===== src/hdl/mffr_pkg.sv =====
// Shared constants and types for the motor feedback frame receiver.
package mffr_pkg;

   localparam int MOTOR_COUNT = 14;
   localparam int REC_BYTES   = 5;
   localparam int REC_W       = (MOTOR_COUNT > 1) ? $clog2(MOTOR_COUNT) : 1;
   localparam int ADDR_W      = REC_W + 1;
   localparam int MEM_DEPTH   = 2 * (1 << REC_W);
   localparam int BCNT_W      = $clog2(REC_BYTES);

   localparam logic [REC_W-1:0]  LAST_REC      = REC_W'(MOTOR_COUNT - 1);
   localparam logic [BCNT_W-1:0] LAST_REC_BYTE = BCNT_W'(REC_BYTES - 1);
   localparam logic [7:0]        HEADER_RESET  = 8'd123;

   typedef logic [8*REC_BYTES-1:0] rec_word_type;

   typedef struct packed {
      logic              en;
      logic [ADDR_W-1:0] addr;
      rec_word_type      data;
   } wr_port_type;

endpackage


===== src/hdl/mffr_front.sv =====
// Front end: header hunt, XOR check and record assembly into a frame bank.
module mffr_front
   import mffr_pkg::*;
(
   input  logic        clock,
   input  logic        reset,
   input  logic        req_valid,
   output logic        req_ready,
   input  logic [7:0]  req_rx_byte,
   input  logic        csr_we,
   input  logic [7:0]  csr_wdata,
   output wr_port_type wr_port,
   output logic        push_valid,
   output logic        push_bank,
   input  logic        push_ready,
   input  logic [1:0]  bank_free
);

   localparam logic [1:0] ST_HUNT  = 2'd0;
   localparam logic [1:0] ST_DATA  = 2'd1;
   localparam logic [1:0] ST_CHECK = 2'd2;

   logic [1:0]        state_ff, state_in;
   logic [7:0]        header_ff, header_in;
   logic [REC_W-1:0]  rec_ff, rec_in;
   logic [BCNT_W-1:0] bcnt_ff, bcnt_in;
   logic [7:0]        xor_ff, xor_in;
   logic [31:0]       shift_ff, shift_in;
   logic              bank_ff, bank_in;
   logic [1:0]        busy_ff, busy_in;
   logic              accept;

   always_comb begin
      case (state_ff)
         ST_HUNT:  req_ready = 1'b1;
         ST_DATA:  req_ready = !busy_ff[bank_ff];
         ST_CHECK: req_ready = push_ready;
         default:  req_ready = 1'b0;
      endcase
   end

   assign accept = req_valid && req_ready;

   always_comb begin
      state_in     = state_ff;
      header_in    = csr_we ? csr_wdata : header_ff;
      rec_in       = rec_ff;
      bcnt_in      = bcnt_ff;
      xor_in       = xor_ff;
      shift_in     = shift_ff;
      bank_in      = bank_ff;
      push_valid   = 1'b0;
      wr_port.en   = 1'b0;
      wr_port.addr = {bank_ff, rec_ff};
      wr_port.data = {shift_ff, req_rx_byte};
      if (accept) begin
         case (state_ff)
            ST_HUNT: begin
               if (req_rx_byte == header_ff) begin
                  state_in = ST_DATA;
                  xor_in   = req_rx_byte;
                  rec_in   = '0;
                  bcnt_in  = '0;
               end
            end
            ST_DATA: begin
               xor_in   = xor_ff ^ req_rx_byte;
               shift_in = {shift_ff[23:0], req_rx_byte};
               if (bcnt_ff == LAST_REC_BYTE) begin
                  wr_port.en = 1'b1;
                  bcnt_in    = '0;
                  if (rec_ff == LAST_REC) begin
                     state_in = ST_CHECK;
                  end else begin
                     rec_in = rec_ff + 1'b1;
                  end
               end else begin
                  bcnt_in = bcnt_ff + 1'b1;
               end
            end
            ST_CHECK: begin
               state_in = ST_HUNT;
               xor_in   = '0;
               // A good frame hands its bank to the back end; a bad one is reused.
               if (xor_ff == req_rx_byte) begin
                  push_valid = 1'b1;
                  bank_in    = !bank_ff;
               end
            end
            default: state_in = ST_HUNT;
         endcase
      end
   end

   assign push_bank = bank_ff;

   always_comb begin
      busy_in = busy_ff & ~bank_free;
      if (push_valid) begin
         busy_in[bank_ff] = 1'b1;
      end
   end

   always_ff @(posedge clock) begin
      if (reset) begin
         state_ff  <= ST_HUNT;
         header_ff <= HEADER_RESET;
         rec_ff    <= '0;
         bcnt_ff   <= '0;
         xor_ff    <= '0;
         bank_ff   <= 1'b0;
         busy_ff   <= '0;
      end else begin
         state_ff  <= state_in;
         header_ff <= header_in;
         rec_ff    <= rec_in;
         bcnt_ff   <= bcnt_in;
         xor_ff    <= xor_in;
         bank_ff   <= bank_in;
         busy_ff   <= busy_in;
      end
   end

   always_ff @(posedge clock) begin
      shift_ff <= shift_in;
   end

endmodule


===== src/hdl/mffr_queue.sv =====
// Two-entry queue of finished frame bank numbers between front and back end.
module mffr_queue
   import mffr_pkg::*;
(
   input  logic clock,
   input  logic reset,
   input  logic push_valid,
   input  logic push_bank,
   output logic push_ready,
   output logic pop_valid,
   output logic pop_bank,
   input  logic pop_ready
);

   logic [1:0] slot_ff;
   logic       wptr_ff, wptr_in;
   logic       rptr_ff, rptr_in;
   logic [1:0] count_ff, count_in;
   logic       do_push, do_pop;

   assign push_ready = (count_ff != 2'd2);
   assign pop_valid  = (count_ff != 2'd0);
   assign pop_bank   = slot_ff[rptr_ff];
   assign do_push    = push_valid && push_ready;
   assign do_pop     = pop_valid && pop_ready;

   always_comb begin
      wptr_in  = do_push ? !wptr_ff : wptr_ff;
      rptr_in  = do_pop ? !rptr_ff : rptr_ff;
      count_in = count_ff + {1'b0, do_push} - {1'b0, do_pop};
   end

   always_ff @(posedge clock) begin
      if (reset) begin
         wptr_ff  <= 1'b0;
         rptr_ff  <= 1'b0;
         count_ff <= '0;
      end else begin
         wptr_ff  <= wptr_in;
         rptr_ff  <= rptr_in;
         count_ff <= count_in;
      end
   end

   always_ff @(posedge clock) begin
      if (do_push) begin
         slot_ff[wptr_ff] <= push_bank;
      end
   end

endmodule


===== src/hdl/mffr_back.sv =====
// Back end: record memory and result emission from one frame bank at a time.
module mffr_back
   import mffr_pkg::*;
(
   input  logic        clock,
   input  logic        reset,
   input  wr_port_type wr_port,
   input  logic        pop_valid,
   input  logic        pop_bank,
   output logic        pop_ready,
   output logic [1:0]  bank_free,
   output logic        rsp_valid,
   input  logic        rsp_ready,
   output logic [3:0]  rsp_motor_index,
   output logic [15:0] rsp_position_raw,
   output logic [11:0] rsp_velocity_raw,
   output logic [11:0] rsp_torque_raw,
   output logic        rsp_last_record
);

   rec_word_type     mem [MEM_DEPTH];
   rec_word_type     rd_data_ff;
   logic [REC_W-1:0] rd_rec_ff;
   logic             rd_valid_ff, rd_valid_in;
   logic             active_ff, active_in;
   logic             bank_ff, bank_in;
   logic [REC_W-1:0] rec_ff, rec_in;
   logic             rsp_valid_ff, rsp_valid_in;
   rec_word_type     out_data_ff;
   logic [REC_W-1:0] out_rec_ff;
   logic             issue, load;

   assign pop_ready = !active_ff;
   assign load      = rd_valid_ff && (!rsp_valid_ff || rsp_ready);
   assign issue     = active_ff && (!rd_valid_ff || load);

   always_comb begin
      active_in    = active_ff;
      bank_in      = bank_ff;
      rec_in       = rec_ff;
      bank_free    = '0;
      rd_valid_in  = issue ? 1'b1 : (load ? 1'b0 : rd_valid_ff);
      rsp_valid_in = load ? 1'b1 : (rsp_ready ? 1'b0 : rsp_valid_ff);
      if (pop_valid && pop_ready) begin
         active_in = 1'b1;
         bank_in   = pop_bank;
         rec_in    = '0;
      end
      if (issue) begin
         // The bank is released as soon as its last record has been read.
         if (rec_ff == LAST_REC) begin
            active_in          = 1'b0;
            bank_free[bank_ff] = 1'b1;
         end else begin
            rec_in = rec_ff + 1'b1;
         end
      end
   end

   always_ff @(posedge clock) begin
      if (reset) begin
         active_ff    <= 1'b0;
         bank_ff      <= 1'b0;
         rec_ff       <= '0;
         rd_valid_ff  <= 1'b0;
         rsp_valid_ff <= 1'b0;
      end else begin
         active_ff    <= active_in;
         bank_ff      <= bank_in;
         rec_ff       <= rec_in;
         rd_valid_ff  <= rd_valid_in;
         rsp_valid_ff <= rsp_valid_in;
      end
   end

   always_ff @(posedge clock) begin
      if (wr_port.en) begin
         mem[wr_port.addr] <= wr_port.data;
      end
      if (issue) begin
         rd_data_ff <= mem[{bank_ff, rec_ff}];
         rd_rec_ff  <= rec_ff;
      end
      if (load) begin
         out_data_ff <= rd_data_ff;
         out_rec_ff  <= rd_rec_ff;
      end
   end

   assign rsp_valid        = rsp_valid_ff;
   assign rsp_motor_index  = 4'(out_rec_ff);
   assign rsp_position_raw = out_data_ff[39:24];
   assign rsp_velocity_raw = out_data_ff[23:12];
   assign rsp_torque_raw   = out_data_ff[11:0];
   assign rsp_last_record  = (out_rec_ff == LAST_REC);

   a_no_write_to_read_bank: assert property (@(posedge clock) disable iff (reset)
      wr_port.en && active_ff |-> wr_port.addr[ADDR_W-1] != bank_ff)
      else $error("front end wrote into the bank being emitted");

   a_frame_starts_at_zero: assert property (@(posedge clock) disable iff (reset)
      rsp_valid && rsp_ready && rsp_last_record |=> !rsp_valid || rsp_motor_index == 4'd0)
      else $error("new frame did not start at record zero");

   a_read_data_held: assert property (@(posedge clock) disable iff (reset)
      rd_valid_ff && !load |=> $stable(rd_data_ff) && rd_valid_ff)
      else $error("pending read data lost before it reached the output");

endmodule


===== src/hdl/motor_feedback_frame_receiver.sv =====
// Top level of the motor feedback frame receiver: front end, bank queue and back end.
//
//   port group  direction  handshake              contents
//   req_        in         req_valid/req_ready    one received byte per word
//   rsp_        out        rsp_valid/rsp_ready    one motor record per word
//   csr_        in         csr_we (no wait)       header byte value
//
// One byte is accepted per cycle while req_ready is high. A good frame's records pass the bank
// queue, read register and output register, then leave one per cycle while rsp_ready is high.
// Record storage holds two frames; data bytes of a third frame stall until the back end has
// read the older bank. Reset returns to hunting with header 123; the record memory is never
// cleared, since every record is written before it is read.
module motor_feedback_frame_receiver
   import mffr_pkg::*;
(
   input  logic        clock,
   input  logic        reset,
   input  logic        req_valid,
   output logic        req_ready,
   input  logic [7:0]  req_rx_byte,
   input  logic        csr_we,
   input  logic [7:0]  csr_wdata,
   output logic        rsp_valid,
   input  logic        rsp_ready,
   output logic [3:0]  rsp_motor_index,
   output logic [15:0] rsp_position_raw,
   output logic [11:0] rsp_velocity_raw,
   output logic [11:0] rsp_torque_raw,
   output logic        rsp_last_record
);

   wr_port_type wr_port;
   logic        push_valid, push_bank, push_ready;
   logic        pop_valid, pop_bank, pop_ready;
   logic [1:0]  bank_free;

   mffr_front u_front (
      .clock       (clock),
      .reset       (reset),
      .req_valid   (req_valid),
      .req_ready   (req_ready),
      .req_rx_byte (req_rx_byte),
      .csr_we      (csr_we),
      .csr_wdata   (csr_wdata),
      .wr_port     (wr_port),
      .push_valid  (push_valid),
      .push_bank   (push_bank),
      .push_ready  (push_ready),
      .bank_free   (bank_free)
   );

   mffr_queue u_queue (
      .clock      (clock),
      .reset      (reset),
      .push_valid (push_valid),
      .push_bank  (push_bank),
      .push_ready (push_ready),
      .pop_valid  (pop_valid),
      .pop_bank   (pop_bank),
      .pop_ready  (pop_ready)
   );

   mffr_back u_back (
      .clock            (clock),
      .reset            (reset),
      .wr_port          (wr_port),
      .pop_valid        (pop_valid),
      .pop_bank         (pop_bank),
      .pop_ready        (pop_ready),
      .bank_free        (bank_free),
      .rsp_valid        (rsp_valid),
      .rsp_ready        (rsp_ready),
      .rsp_motor_index  (rsp_motor_index),
      .rsp_position_raw (rsp_position_raw),
      .rsp_velocity_raw (rsp_velocity_raw),
      .rsp_torque_raw   (rsp_torque_raw),
      .rsp_last_record  (rsp_last_record)
   );

endmodule


===== config.mk =====
export PLATFORM = sky130hd
export DESIGN_NAME = motor_feedback_frame_receiver
export DESIGN_NICKNAME = d
export VERILOG_FILES = /design/src/hdl/mffr_pkg.sv /design/src/hdl/mffr_front.sv /design/src/hdl/mffr_queue.sv /design/src/hdl/mffr_back.sv /design/src/hdl/motor_feedback_frame_receiver.sv
export SDC_FILE = /design/constraint.sdc
export NUM_CORES = 1
export LEC_CHECK = 0
export BUFFER_PORTS_ARGS = -buffer_cell sky130_fd_sc_hd__buf_2
export CAP_MARGIN = 20
export CORE_MARGIN = 5
export CORE_UTILIZATION = 53
export DETAILED_ROUTE_END_ITERATION = 10
export GPL_TIMING_DRIVEN = 1
export PLACE_DENSITY = 0.69
export REMOVE_ABC_BUFFERS = 1
export SLEW_MARGIN = 20
export SYNTH_ARGS = -nofsm -noshare
export SYNTH_HDL_FRONTEND = slang
export SYNTH_SLANG_ARGS = --single-unit
export TNS_END_PERCENT = 1

===== constraint.sdc =====
create_clock -name clock -period 6.71 [get_ports clock]
set_input_delay 0.3355 -clock clock [delete_from_list [all_inputs] [get_ports clock]]
set_output_delay 0.3355 -clock clock [all_outputs]
set_load 0.02 [all_outputs]

; Word level (Yosys, flattened, before mapping)
; Memory sizes are Yosys's and may differ from the RTL's. A register that Yosys moved wholly into a read port is not among the register bits.
; Index checks and enable logic that the tools add are counted.
; Widths: inputs -> output; s select.
[totals]
register_bits = 122
ramBits = 1280
inputBits = 21
out_inout_bits = 47
elab_cells = 125
memories = 1
[classes]
add_sub_neg = 5
magnitude_cmp = 7
eq_ne = 13
mux = 46
bitwise_logic = 4
reduce_logical = 29
[memory_table]
columns = name, depth, width, read_ports, rd_ports_with_merged_regs, wr, line_no
row1 = u_back.mem, 32, 40, 1, 1, 1, mffr_back.sv:21  ; rec_word_type mem [MEM_DEPTH];
[op_table]
columns = cell, count
row1 = $mux 4, 6
row2 = $pmux 8 s3, 1
row3 = $mux 1, 22
row4 = $eq 8x8->1, 2
row5 = $eq 4x4->1 const B, 3
row6 = $mux 2, 6
row7 = $reduce_and 3->1, 3
row8 = $add 4x1->4 const B, 2
row9 = $logic_and 1x1->1, 8
row10 = $lt 1x2->1 const B, 4
row11 = $mux 8, 1
row12 = $pmux 4 s2, 1
row13 = $reduce_bool 2->1, 4
row14 = $xor 8x8->8, 1
row15 = $logic_not 1->1, 7
row16 = $mux 3, 2
row17 = $ne 2x1->1 const B, 3
row18 = $pmux 3 s2, 1
row19 = $reduce_and 5->1, 1
row20 = $ne 2x2->1 const B, 2
row21 = $pmux 2 s2, 1
row22 = $reduce_and 4->1, 1
row23 = $add 3x1->3 const B, 1
row24 = $demux 1 s1, 3
row25 = 15 further kinds, 18

; Depth between registers and ports, before layout
; Gate-level depths: netlist of run 1.
[depth]
word_depth = 10
depth_mapped = 10
ltp_nobuf = 7

; Hierarchy
; From an unflattened synthesis of run 1, not the netlist that was laid out.
[unflattened]
cells_unflattened = 2635
hier_area_um2 = 54813.8
[by_module_without_submodules]
columns = mod, instances, cells_each, area_each_um2, seq_area_each_um2
row1 = mffr_back, 1, 2367, 51787.2, 41239.6
row2 = mffr_front, 1, 238, 2722.6, 1521.5
row3 = mffr_queue, 1, 30, 304.0, 140.1

; Worst setup path after synthesis of run 1
; No wires, ideal clock.
[synth_timing]
path_kind = reg2reg
from = reg u_front.bank_ff, in the netlist u_front.push_bank
to = mem u_back.mem[14][0] (netlist bit), enable pin
setup_ns = 0.438
arrival_time_ns = 3.302
required_time_ns = 6.272
setup_slack_ns = 2.970
stages_incl_launch_ff = 7
n_path_buf = 1
synth_period_minus_slack_ns = 3.740
path_cell_list = dfxtp_1 -> buf_2 -> mux2i_1 -> a221oi_2 -> nor4b_1 -> nand2_1 -> nor2_1
[synth_between]
elab_chain_cells = 8
[synth_lines]
columns = item, line_no
row1 = start: declaration, mffr_front.sv:29  ; logic bank_ff, bank_in;
row2 = start signal: assignment, mffr_front.sv:119  ; bank_ff <= bank_in;
row3 = $mux 1 (not written as such) (2 in a row), mffr_front.sv:36  ; ST_DATA: req_ready = !busy_ff[bank_ff];
row4 = $logic_not 1->1, mffr_front.sv:36
row5 = $pmux 1 s3, mffr_front.sv:34  ; case (state_ff)
row6 = $logic_and 1x1->1, mffr_front.sv:42  ; assign accept = req_valid && req_ready;
row7 = $mux 1, mffr_front.sv:56  ; if (accept) begin
row8 = $mux 1, mffr_back.sv:77  ; if (wr_port.en) begin
row9 = $mux 1 (not written as such), mffr_back.sv:78  ; mem[wr_port.addr] <= wr_port.data;
row10 = end: declaration, mffr_back.sv:21
; Several ways; a longest one is shown, not always the timed one. The select of a mux whose other input is x is not followed.

; Final worst setup path of run 1
[layout_timing]
from = reg u_front.state_ff[1]
to = mem u_back.mem[24][8] (netlist bit), enable pin
[layout_between]
elab_chain_cells = 6
elab_cells_between_ends = 9
cone_classes = 2 x eq/ne / 5 x mux / 2 x reduce/logical
[layout_lines]
columns = item, line_no
row1 = start: declaration, mffr_front.sv:23  ; logic [1:0] state_ff, state_in;
row2 = start signal: assignment, mffr_front.sv:114  ; state_ff <= state_in;
row3 = "$eq 2x2->1, or another cell as far along", mffr_front.sv:34
row4 = $pmux 1 s3, mffr_front.sv:34
row5 = $logic_and 1x1->1, mffr_front.sv:42
row6 = $mux 1 (*), mffr_front.sv:56
row7 = $mux 1 (*), mffr_back.sv:77
row8 = $mux 1 (not written as such) (*), mffr_back.sv:78
; Every way passes the cells marked *; elsewhere a longest branch is shown, timed or not.

==> impl_metrics.yaml, run 1 <==
status:
  outcome: "finished clean"
worst_setup_path:
  cpLargestDelayFamily: "simple AND/OR/NAND/NOR gates"
  reg2reg_slack_ns: 2.15
  crit_type: "reg2reg"
  cpMaxStageDelayCell: "nor2_4"
  path_buf_inv: 2
  cp.depth: 7
  reg2regPathDepth: 7
  cp_cell_sequence: "inv_1, ha_1, a221oi_2, nor4b_1, nand2_1, nor2_4, buf_4"
  required_ns: 7.11
  worstSetupStartpointType: "register"
  critPathMaxStageDelay_ns: 0.92
  end_kind: "register"
  cp.arrival_ns: 4.95
  r2r_end: "u_back.mem[24][8]"
  worstPathMaxFanout: 25
  timing.rr.start: "u_front.state_ff[1]"
placement:
  port_buffers: 67
  hpwl_um: 69600
  dp_cells: 3654
  place_ws_ns: 2.25
  gp_congestion: 0.821
detailed_routing:
  finalWirelength_um: 117000
  ant_nets: 0
  vias: 24500
  dr.first_iter.drc_count: 3226
  drt_pass1_iterations: 5
  wire_per_inst_um: 29.7
  drc: 0
  via_per_inst: 6.24
grt:
  grt_max_degree: 133
  grt_use_total_pct: 21.8
  antenna_found_initial: 4
  grt_pass1_wl_um: 173000
  grt-ovfl-total: 0
  grt_pass1_vias: 25000
clocking:
  cts.sinks: 1442
  cts-resized-gates: 0
  holdBufCountCts: 14
  cts_tree: "built"
  clk_pin_slew_ns: 0.06
  h-tree-depth: 4
  numCtsBuffers: 144
  cts_root_buf: "clkbuf_16"
  cts_setup_buffers: 0
  cts_buffer_depth: 3
  clock_latency_ns: 0.72
synthesis:
  synth.avg_cell_area_um2: 24.1
  synth-edff-count: 1402
  synth-main-ff-cell: "edfxtp_1"
  synth_warnings: 0
  syn_area_um2: 54500
  synth_cells: 2258
  synth_area_leaders: "edfxtp_1 (77%), mux4_2 (17%), dfxtp_1 (1.5%)"
  ys_ff_latch: 1442
  synthDominantCellAreaShare_pct: 77.3
  ys_types: 51
  synth.largest_area_cell: "edfxtp_1"
  synthArstFlopShare_pct: 0
  synth_seq_area_share_pct: 78.7
cells_and_area:
  finalNonFillerCells: 3932
  nets: 2490
  drive_gt1_share_pct: 32.1
  antenna-diode-count: 0
  area_growth_pct: 13.5
floorplan:
  io_pins: 68
  die_area_um2: 109000
  die_h_um: 331
  initial_core_util_pct: 53.5
  die_w_um: 331
  num_rows: 117
  core_um2: 102000
power:
  irDropWorstVdd_mv: 0.236
  internal_power_mw: 15.7
  power_frac_seq_pct: 50.0
  power_frac_comb_pct: 12.9
  p_per_area_nw_per_um2: 330
  swShare_pct: 23.0
  power.share.clock_pct: 37.1
  total_power_mw: 20.4
  p_sw_mw: 4.70
  p_leak_nw: 18.8
hold_path:
  hp-class: "in2reg"
  min_from: "rsp_ready"
  min_path_cells: 4
  holdPathEnd: "u_back.rsp_valid"
sta:
  slew_viol_final: 0
  setup_viol: 0
  layout_min_cycle_time_ns: 4.56
  rsz0062_at_grt: "no"
  fmax_mhz: 219
  slew_headroom_pct: 25.8
  tightest_slew_ns: 1.11
  period_share_pct: 67.9
  finalHoldViolCount: 0
  worst_slack_ns: 2.15
  fin_worst_skew_ns: 0.0250
  hold_slack_ns: 0.0598
run:
  cap_violations: 0
==> sequential cells by signal, summed over array words and instances, names as in the netlist, 8 cells and up <==
name                count
u_back.out_data_ff     40
u_front.xor_ff          8
u_back.rd_data_ff      40
u_front.shift_ff       32
u_front.header_ff       8
u_back.mem           1280
==> final cells by class <==
class / count / area [um^2]
fill: 6895 / 40000
timing repair buffer: 159 / 1420
clock inverter: 73 / 558
tap: 1368 / 1710
inverter: 14 / 57.6
sequential: 1442 / 42900
multi-input combinational: 695 / 11300
clock buffer: 181 / 3870
==> tightest hold or removal path: stages <==
cell and delay [ns]:
buf_2 0.08, nor2b_1 0.12, nor2_1 0.15, nor2_1 0.05
==> cell families (layout without fill, tap and decap cells) <==
family | after synthesis | after routing | synth area share [%]
adders and majority gates | 13 | 13 | 0.298
AOI/OAI and AO/OA | 36 | 36 | 0.436
xor gates and xnor gates | 20 | 20 | 0.321
buffers and inverters | 121 | 427 | 0.990
and+or+nand+nor | 166 | 166 | 1.50
muxes | 460 | 460 | 17.7
DFF | 1442 | 1442 | 78.7
==> metal layers <==
| metal | vias to the layer above | global-route usage [%] | wire, um |
|---|---|---|---|
| met2 | 1070 | 32.8 | 55000 |
| met1 | 13300 | 33.8 | 49800 |
| met3 | 130 | 4.80 | 10300 |
| met4 | 0 | 4.70 | 1750 |
| met5 | - | 0 | 0 |
| li1 | 10100 | - | - |
==> how the worst max path moves through the flow <==
stage	slack [ns]	startpoint	to
3_5_place_dp	2.25	u_front.state_ff[1]	u_back.mem[24][20]
6_report	2.15	u_front.state_ff[1]	u_back.mem[24][8]
4_1_cts	2.22	u_front.state_ff[1]	u_back.mem[24][21]
2_1_floorplan	-8.24	u_back.rec_ff[0]	u_back.rd_rec_ff[0]
3_3_place_gp	2.29	u_front.state_ff[1]	u_back.mem[9][19]
5_1_grt	1.85	u_front.state_ff[1]	u_back.mem[24][21]
==> power by group through the flow <==
| stage | clock (mW) | sequential (mW) | combinational (mW) |
|---|---|---|---|
| 6_report | 7.57 | 10.2 | 2.64 |
| 5_1_grt | 8.11 | 10.2 | 2.81 |
| 4_1_cts | 7.70 | 10.2 | 2.69 |
| 3_5_place_dp | 0 | 10.4 | 2.66 |
| 3_3_place_gp | 0 | 10.4 | 2.63 |
| 2_1_floorplan | 0 | 10.6 | 1.98 |
==> cell usage after synthesis (all sizes together) (12+ instances only) <==
| library cell | n |
|---|---|
| edfxtp | 1402 |
| nand2 | 34 |
| a31oi | 12 |
| xnor2 | 19 |
| mux2i | 18 |
| clkbuf | 60 |
| mux4 | 400 |
| dfxtp | 40 |
| inv | 14 |
| ha | 13 |
| buf | 47 |
| mux2 | 42 |
| nor2 | 65 |
==> cell usage in the layout (no fill, tap or decap), types with 4 or more instances in the layout <==
master            n
buf_4            52
mux2i_1          18
nand4b_1          8
nand2_1          34
clkinvlp_4        4
dfxtp_4           4
inv_6             5
clkinv_1         30
a21oi_1           8
buf_8             9
nor2_4           32
mux4_2          400
nand3_1           9
edfxtp_1       1402
buf_2            67
nor2_1           32
clkinv_2         23
dlygate4sd3_1    14
xnor2_1          19
nand3b_1         10
ha_1             13
nand4_1          10
clkbuf_16       150
clkbuf_1         31
dfxtp_1          36
buf_12            7
bufinv_16         7
buf_16           10
nor3_1            9
mux2_2           41
a31oi_1          12
nand2b_1          5
inv_1            12
==> metrics by stage <==
stage / utilization [%] / instance area [um^2] / TNS [ns]
CTS: 60.5 / 61700 / 0
finish: 60.7 / 61800 / 0
detailed placement: 56.1 / 57100 / 0
global placement: 55.8 / 56800 / 0
floorplan: - / 54000 / -386.26
global route: 60.7 / 61800 / 0
No activity file was read; power rests on OpenSTA's default activity.
==> run 2: changes to the inputs <==
--- a/config.mk
+++ b/config.mk
@@ -11,7 +11,7 @@
 export CORE_UTILIZATION = 53
 export DETAILED_ROUTE_END_ITERATION = 10
 export GPL_TIMING_DRIVEN = 1
-export PLACE_DENSITY = 0.69
+export PLACE_DENSITY = 0.71
 export REMOVE_ABC_BUFFERS = 1
 export SLEW_MARGIN = 20
 export SYNTH_ARGS = -nofsm -noshare
==> constraint.sdc (replaced) <==
create_clock -name clock -period 4.1 [get_ports clock]
set_input_delay 0.205 -clock clock [delete_from_list [all_inputs] [get_ports clock]]
set_output_delay 0.205 -clock clock [all_outputs]
set_load 0.02 [all_outputs]
==> run 2 against run 1 <==
  * Power is 66% higher
  * Critical path type unchanged
  * Largest cell class unchanged
  * Setup slack worse by 1.4 ns
  * Largest power group unchanged
  * Design area is 0.98% higher
  * Global-route usage is 1.2 points higher
==> impl_metrics.yaml, run 2 (synthesized netlist as in run 1, its figures left out) <==
status:
  outcome: "finished clean"
cells_and_area:
  drive_gt1_share_pct: 33.2
  max_flop_register: "u_back.mem"
  fin_area_um2: 62500
  area_growth_pct: 14.6
  final_common_cell: "edfxtp_1"
  mostFrequentLayoutCells: "edfxtp_1 (1402), mux4_2 (400), clkbuf_16 (147)"
  reg_top3: "u_back.mem x1280, u_back.out_data_ff x40, u_back.rd_data_ff x40"
  largest_reg_flops: 1280
  antenna-diode-count: 0
  nets: 2518
floorplan:
  num_rows: 117
  core_um2: 102000
  initial_core_util_pct: 53.5
  die_area_um2: 109000
  die_w_um: 331
  die_h_um: 331
  io_pins: 68
clocking:
  h-tree-depth: 4
  clk_pin_slew_ns: 0.06
  cts.sinks: 1442
  clock_latency_ns: 0.74
  cts_tree: "built"
  cts_buffer_depth: 3
  cts_setup_buffers: 0
  holdBufCountCts: 21
  cts-resized-gates: 0
  numCtsBuffers: 141
  cts_root_buf: "clkbuf_16"
sta:
  slew_viol_final: 0
  tightest_slew_ns: 1.12
  rsz0062_at_grt: "no"
  setup_viol: 0
  hold_slack_ns: 0.0404
  tns_ns: 0
  fmax_mhz: 296
  slew_headroom_pct: 25.6
  finalHoldViolCount: 0
  fin_worst_skew_ns: 0.0283
  layout_min_cycle_time_ns: 3.38
  period_share_pct: 82.3
placement:
  postPlaceCellArea_um2: 57400
  hpwl_um: 66000
  gp_congestion: 0.809
  port_buffers: 67
worst_setup_path:
  cp_cell_sequence: "mux2i_1, a221oi_2, nor4b_1, nand2_1, buf_4, nor2_4, buf_4"
  worstSetupStartpointType: "register"
  worstPathMaxFanout: 15
  cp.arrival_ns: 3.78
  critPathMaxStageDelay_ns: 0.79
  worst_path_most_repeated_cell: "buf_4"
  end_kind: "register"
  crit_type: "reg2reg"
  reg2reg_slack_ns: 0.72
  required_ns: 4.51
  cpMaxStageDelayCell: "nor4b_1"
grt:
  grt_pass1_vias: 25800
  grt_max_degree: 79
  antenna_found_initial: 2
  grt_use_total_pct: 23.1
  grt_pass1_wl_um: 180000
  grt-ovfl-total: 0
detailed_routing:
  wl_met2_um: 61100
  drc: 0
  wire_per_inst_um: 31.2
  dr_wl_met3_um: 11600
  vias: 25200
  dr.first_iter.drc_count: 3254
  finalWirelength_um: 124000
  drt_pass1_iterations: 7
  top_layer: "met5"
  via_per_inst: 6.35
  wl_met1_um: 47800
  ant_nets: 0
hold_path:
  hp-class: "in2reg"
power:
  irDropWorstVdd_mv: 0.364
  p_per_area_nw_per_um2: 542
  p_leak_nw: 19.2
run:
  cap_violations: 0
run 2: cell types whose count changed in the layout (fill, tap and decap cells not counted), sizes merged:
cell / delta
buf: +24
bufinv: +7
clkbuf: -14
clkinv: +8
clkinvlp: -2
dlygate4sd3: +7
inv: +2
run 2: where the power goes:
group / switching, mW / internal [mW]
registers: 0.276 / 16.4
clock network: 5.44 / 7.47
logic: 1.96 / 2.32
total: 7.68 / 26.2
run 2: cell type report:
type | count | area [um^2]
clock buffers | 167 | 3750
inverters | 14 | 57.6
flip-flops and latches | 1442 | 42900
well taps | 1368 | 1710
fillers | 6779 | 39400
repair buffers | 190 | 1810
clock inverters | 88 | 882
multi-input cells | 695 | 11300
run 2: metrics by stage:
step           util [%]  cells  setup WS, ns  total power, mW
3_5_place_dp       56.4   3676         0.727             21.3
5_1_grt            61.3   3964         0.419             35.0
2_1_floorplan         -   2151        -10.85             19.4
4_1_cts            61.1   3952         0.715             34.2
3_3_place_gp       56.4   3676         0.786             21.2
6_report           61.3   3964         0.725             33.9
run 2: routing by layer:
layer,up-vias,global-route usage [%]
met1,13500,32.8
li1,10100,-
met5,-,0
met4,2,6.76
met2,1350,37.0
met3,221,4.88
run 2: worst max-delay path, delay by kind of cell (launching register included):
kind	cells	cell delay (ns)
AND/OR/NAND/NOR	3	1.42
buffers and inverters	2	0.64
flip-flops	1	0.53
multiplexers	1	0.30
AO/OA/AOI/OAI	1	0.14
run 2: final timing paths:
| kind | end | depth (start not counted) | startpoint |
|---|---|---|---|
| max | u_back.mem[16][27] | 7 | u_front.push_bank |
| min | u_back.mem[6][4] | 1 | req_rx_byte[4] |
| max reg2reg | u_back.mem[16][27] | 7 | u_front.push_bank |
| min reg2reg | u_back.out_data_ff[11] | 0 | u_back.rd_data_ff[11] |
==> run 3: changes to the inputs <==
--- a/config.mk
+++ b/config.mk
@@ -5,13 +5,14 @@
 export SDC_FILE = /design/constraint.sdc
 export NUM_CORES = 1
 export LEC_CHECK = 0
+export ABC_AREA = 1
 export BUFFER_PORTS_ARGS = -buffer_cell sky130_fd_sc_hd__buf_2
 export CAP_MARGIN = 20
 export CORE_MARGIN = 5
 export CORE_UTILIZATION = 53
 export DETAILED_ROUTE_END_ITERATION = 10
 export GPL_TIMING_DRIVEN = 1
-export PLACE_DENSITY = 0.71
+export PLACE_DENSITY = 0.69
 export REMOVE_ABC_BUFFERS = 1
 export SLEW_MARGIN = 20
 export SYNTH_ARGS = -nofsm -noshare
==> constraint.sdc (replaced) <==
create_clock -name clock -period 3.29 [get_ports clock]
set_input_delay 0.1645 -clock clock [delete_from_list [all_inputs] [get_ports clock]]
set_output_delay 0.1645 -clock clock [all_outputs]
set_load 0.02 [all_outputs]
==> run 3 against run 2 <==
  * Critical path depth up 3
  * Global-route usage up 3.3 points
  * Combinational power rose to 2.6 times the previous value
  * Largest power group unchanged
  * Synthesized cell count up 90%
  * Routed wire length up 22%
  * Maximum frequency up 17%
  * Critical path type unchanged
==> impl_metrics.yaml, run 3 <==
status:
  outcome: "finished clean"
grt:
  grt_pass1_wl_um: 222000
  grt_max_degree: 165
  antenna_found_initial: 0
  grt-ovfl-total: 0
  grt_use_total_pct: 26.4
  grt_pass1_vias: 34300
detailed_routing:
  drt_pass1_iterations: 6
  via_per_inst: 6.16
  drc: 0
  dr.first_iter.drc_count: 5298
  ant_nets: 0
  vias: 36500
  wire_per_inst_um: 25.4
  finalWirelength_um: 151000
cells_and_area:
  final_common_cell: "edfxtp_1"
  reg_top3: "u_back.mem x1280, u_back.out_data_ff x40, u_back.rd_data_ff x40"
  antenna-diode-count: 0
  area_growth_pct: 13.7
  nets: 4462
  largest_reg_flops: 1280
  fin_util_pct: 60.6
  mostFrequentLayoutCells: "edfxtp_1 (1402), nor2_1 (895), o21ai_0 (667)"
  drive_gt1_share_pct: 10.3
  max_flop_register: "u_back.mem"
  fin_area_um2: 63800
run:
  cap_violations: 0
synthesis:
  ys_types: 30
  synth-edff-count: 1402
  synth_seq_area_share_pct: 76.4
  synthDominantCellAreaShare_pct: 75.0
  ys_ff_latch: 1442
  synthArstFlopShare_pct: 0
  yosysMostFrequentCell: "edfxtp_1"
  synth-main-ff-cell: "edfxtp_1"
  synthTopCellsByCount: "edfxtp_1 (1402), nor2_1 (928), o21ai_0 (667), o22ai_1 (326), nand2_1 (261)"
  synth_warnings: 0
  synth.avg_cell_area_um2: 13.1
  synth.largest_area_cell: "edfxtp_1"
  synth_area_leaders: "edfxtp_1 (75%), nor2_1 (6.2%), o21ai_0 (5.9%)"
  synth_cells: 4298
  syn_area_um2: 56100
hold_path:
  min_from: "req_rx_byte[5]"
  min_path_cells: 1
  holdPathEnd: "u_back.mem[9][5]"
  hp-class: "in2reg"
worst_setup_path:
  r2r_end: "u_back.mem[23][14]"
  required_ns: 3.65
  cp.arrival_ns: 3.25
  cpMaxStageDelayCell: "buf_4"
  path_buf_inv: 3
  crit_type: "reg2reg"
  reg2reg_slack_ns: 0.41
  worstSetupStartpointType: "register"
  timing.rr.start: "u_front.state_ff[1]"
  cp_cell_sequence: "inv_1, ha_1, nand3_1, nand3_2, nand3_2, nor3_2, nand2_1, buf_4, nor2_4, buf_4"
  critPathMaxStageDelay_ns: 0.48
  cpLargestDelayFamily: "simple AND/OR/NAND/NOR gates"
  end_kind: "register"
  worstPathMaxFanout: 28
  reg2regPathDepth: 10
placement:
  gp_congestion: 0.831
  postPlaceCellArea_um2: 58900
  hpwl_um: 83700
  port_buffers: 67
clocking:
  cts_root_buf: "clkbuf_16"
  cts_tree: "built"
  h-tree-depth: 4
  cts_buffer_depth: 3
  clock_latency_ns: 0.75
  cts-resized-gates: 0
  cts.sinks: 1442
  cts_setup_buffers: 0
  numCtsBuffers: 144
  holdBufCountCts: 34
  clk_pin_slew_ns: 0.06
sta:
  setup_viol: 0
  slew_viol_final: 0
  tightest_slew_ns: 1.11
  rsz0062_at_grt: "no"
  fin_worst_skew_ns: 0.0307
  tns_ns: 0
  slew_headroom_pct: 26.0
  period_share_pct: 87.6
  layout_min_cycle_time_ns: 2.88
  finalHoldViolCount: 0
  fmax_mhz: 347
power:
  p_per_area_nw_per_um2: 748
  p_leak_nw: 21.2
  irDropWorstVdd_mv: 0.503
floorplan:
  num_rows: 119
  die_w_um: 335
  die_h_um: 335
  die_area_um2: 113000
  initial_core_util_pct: 53.3
  io_pins: 68
  core_um2: 105000
## run 3: worst reg2reg max path, stage by stage (launching register included)
cell and delay [ns]:
dfxtp_1 0.33, inv_1 0.10, ha_1 0.38, nand3_1 0.16, nand3_2 0.11, nand3_2 0.15, nor3_2 0.33, nand2_1 0.11
buf_4 0.23, nor2_4 0.11, buf_4 0.48
## run 3: worst max path at each step
stage / startpoint / to / cells past startpoint
after floorplan: u_back.rec_ff[0] / u_back.rd_data_ff[0] / 7
after global placement: u_front.state_ff[1] / u_back.mem[23][28] / 10
after detailed placement: u_front.state_ff[1] / u_back.mem[23][28] / 10
after CTS: u_front.state_ff[1] / u_back.mem[23][21] / 10
after global routing: u_front.state_ff[1] / u_back.mem[23][21] / 10
final: u_front.state_ff[1] / u_back.mem[23][14] / 10
## run 3: layout make-up
class | count | area [um^2]
Multi-Input combinational cell | 2503 | 11900
Clock buffer | 186 | 3880
Tap cell | 1391 | 1740
Sequential cell | 1442 | 42900
Fill cell | 7794 | 41400
Inverter | 71 | 290
Timing Repair Buffer | 266 | 2500
Clock inverter | 70 | 597
## run 3: cell families after synthesis
group	after synthesis	share of synthesized area, %
flip-flops	1442	76.4
XOR/XNOR	13	0.203
AO/OA/AOI/OAI	1219	11.6
AND/OR/NAND/NOR	1258	8.62
adder cells (fa/ha/maj)	13	0.290
buffers and inverters	353	2.82
## run 3: metrics by stage
step	cells	worst slack [ns]	power, mW	hold WS (ns)
after CTS	5924	0.454	47.8	0.0685
after detailed placement	5634	0.473	32.3	0.382
after floorplan	4016	-22.75	26.6	0.231
final	5929	0.407	47.8	0.116
after global routing	5929	0.277	49.7	0.110
after global placement	5631	0.550	32.1	0.372
## run 3: metal layers
metal,track usage [%],wire [um]
met5,0,0
met4,7.13,3780
met3,4.91,16400
met2,41.4,70600
met1,38.7,60000
## run 3: power breakdown
group	switching, mW	internal [mW]
clock	6.74	8.89
combinational	7.82	3.24
sequential	0.329	20.7
total	14.9	32.9
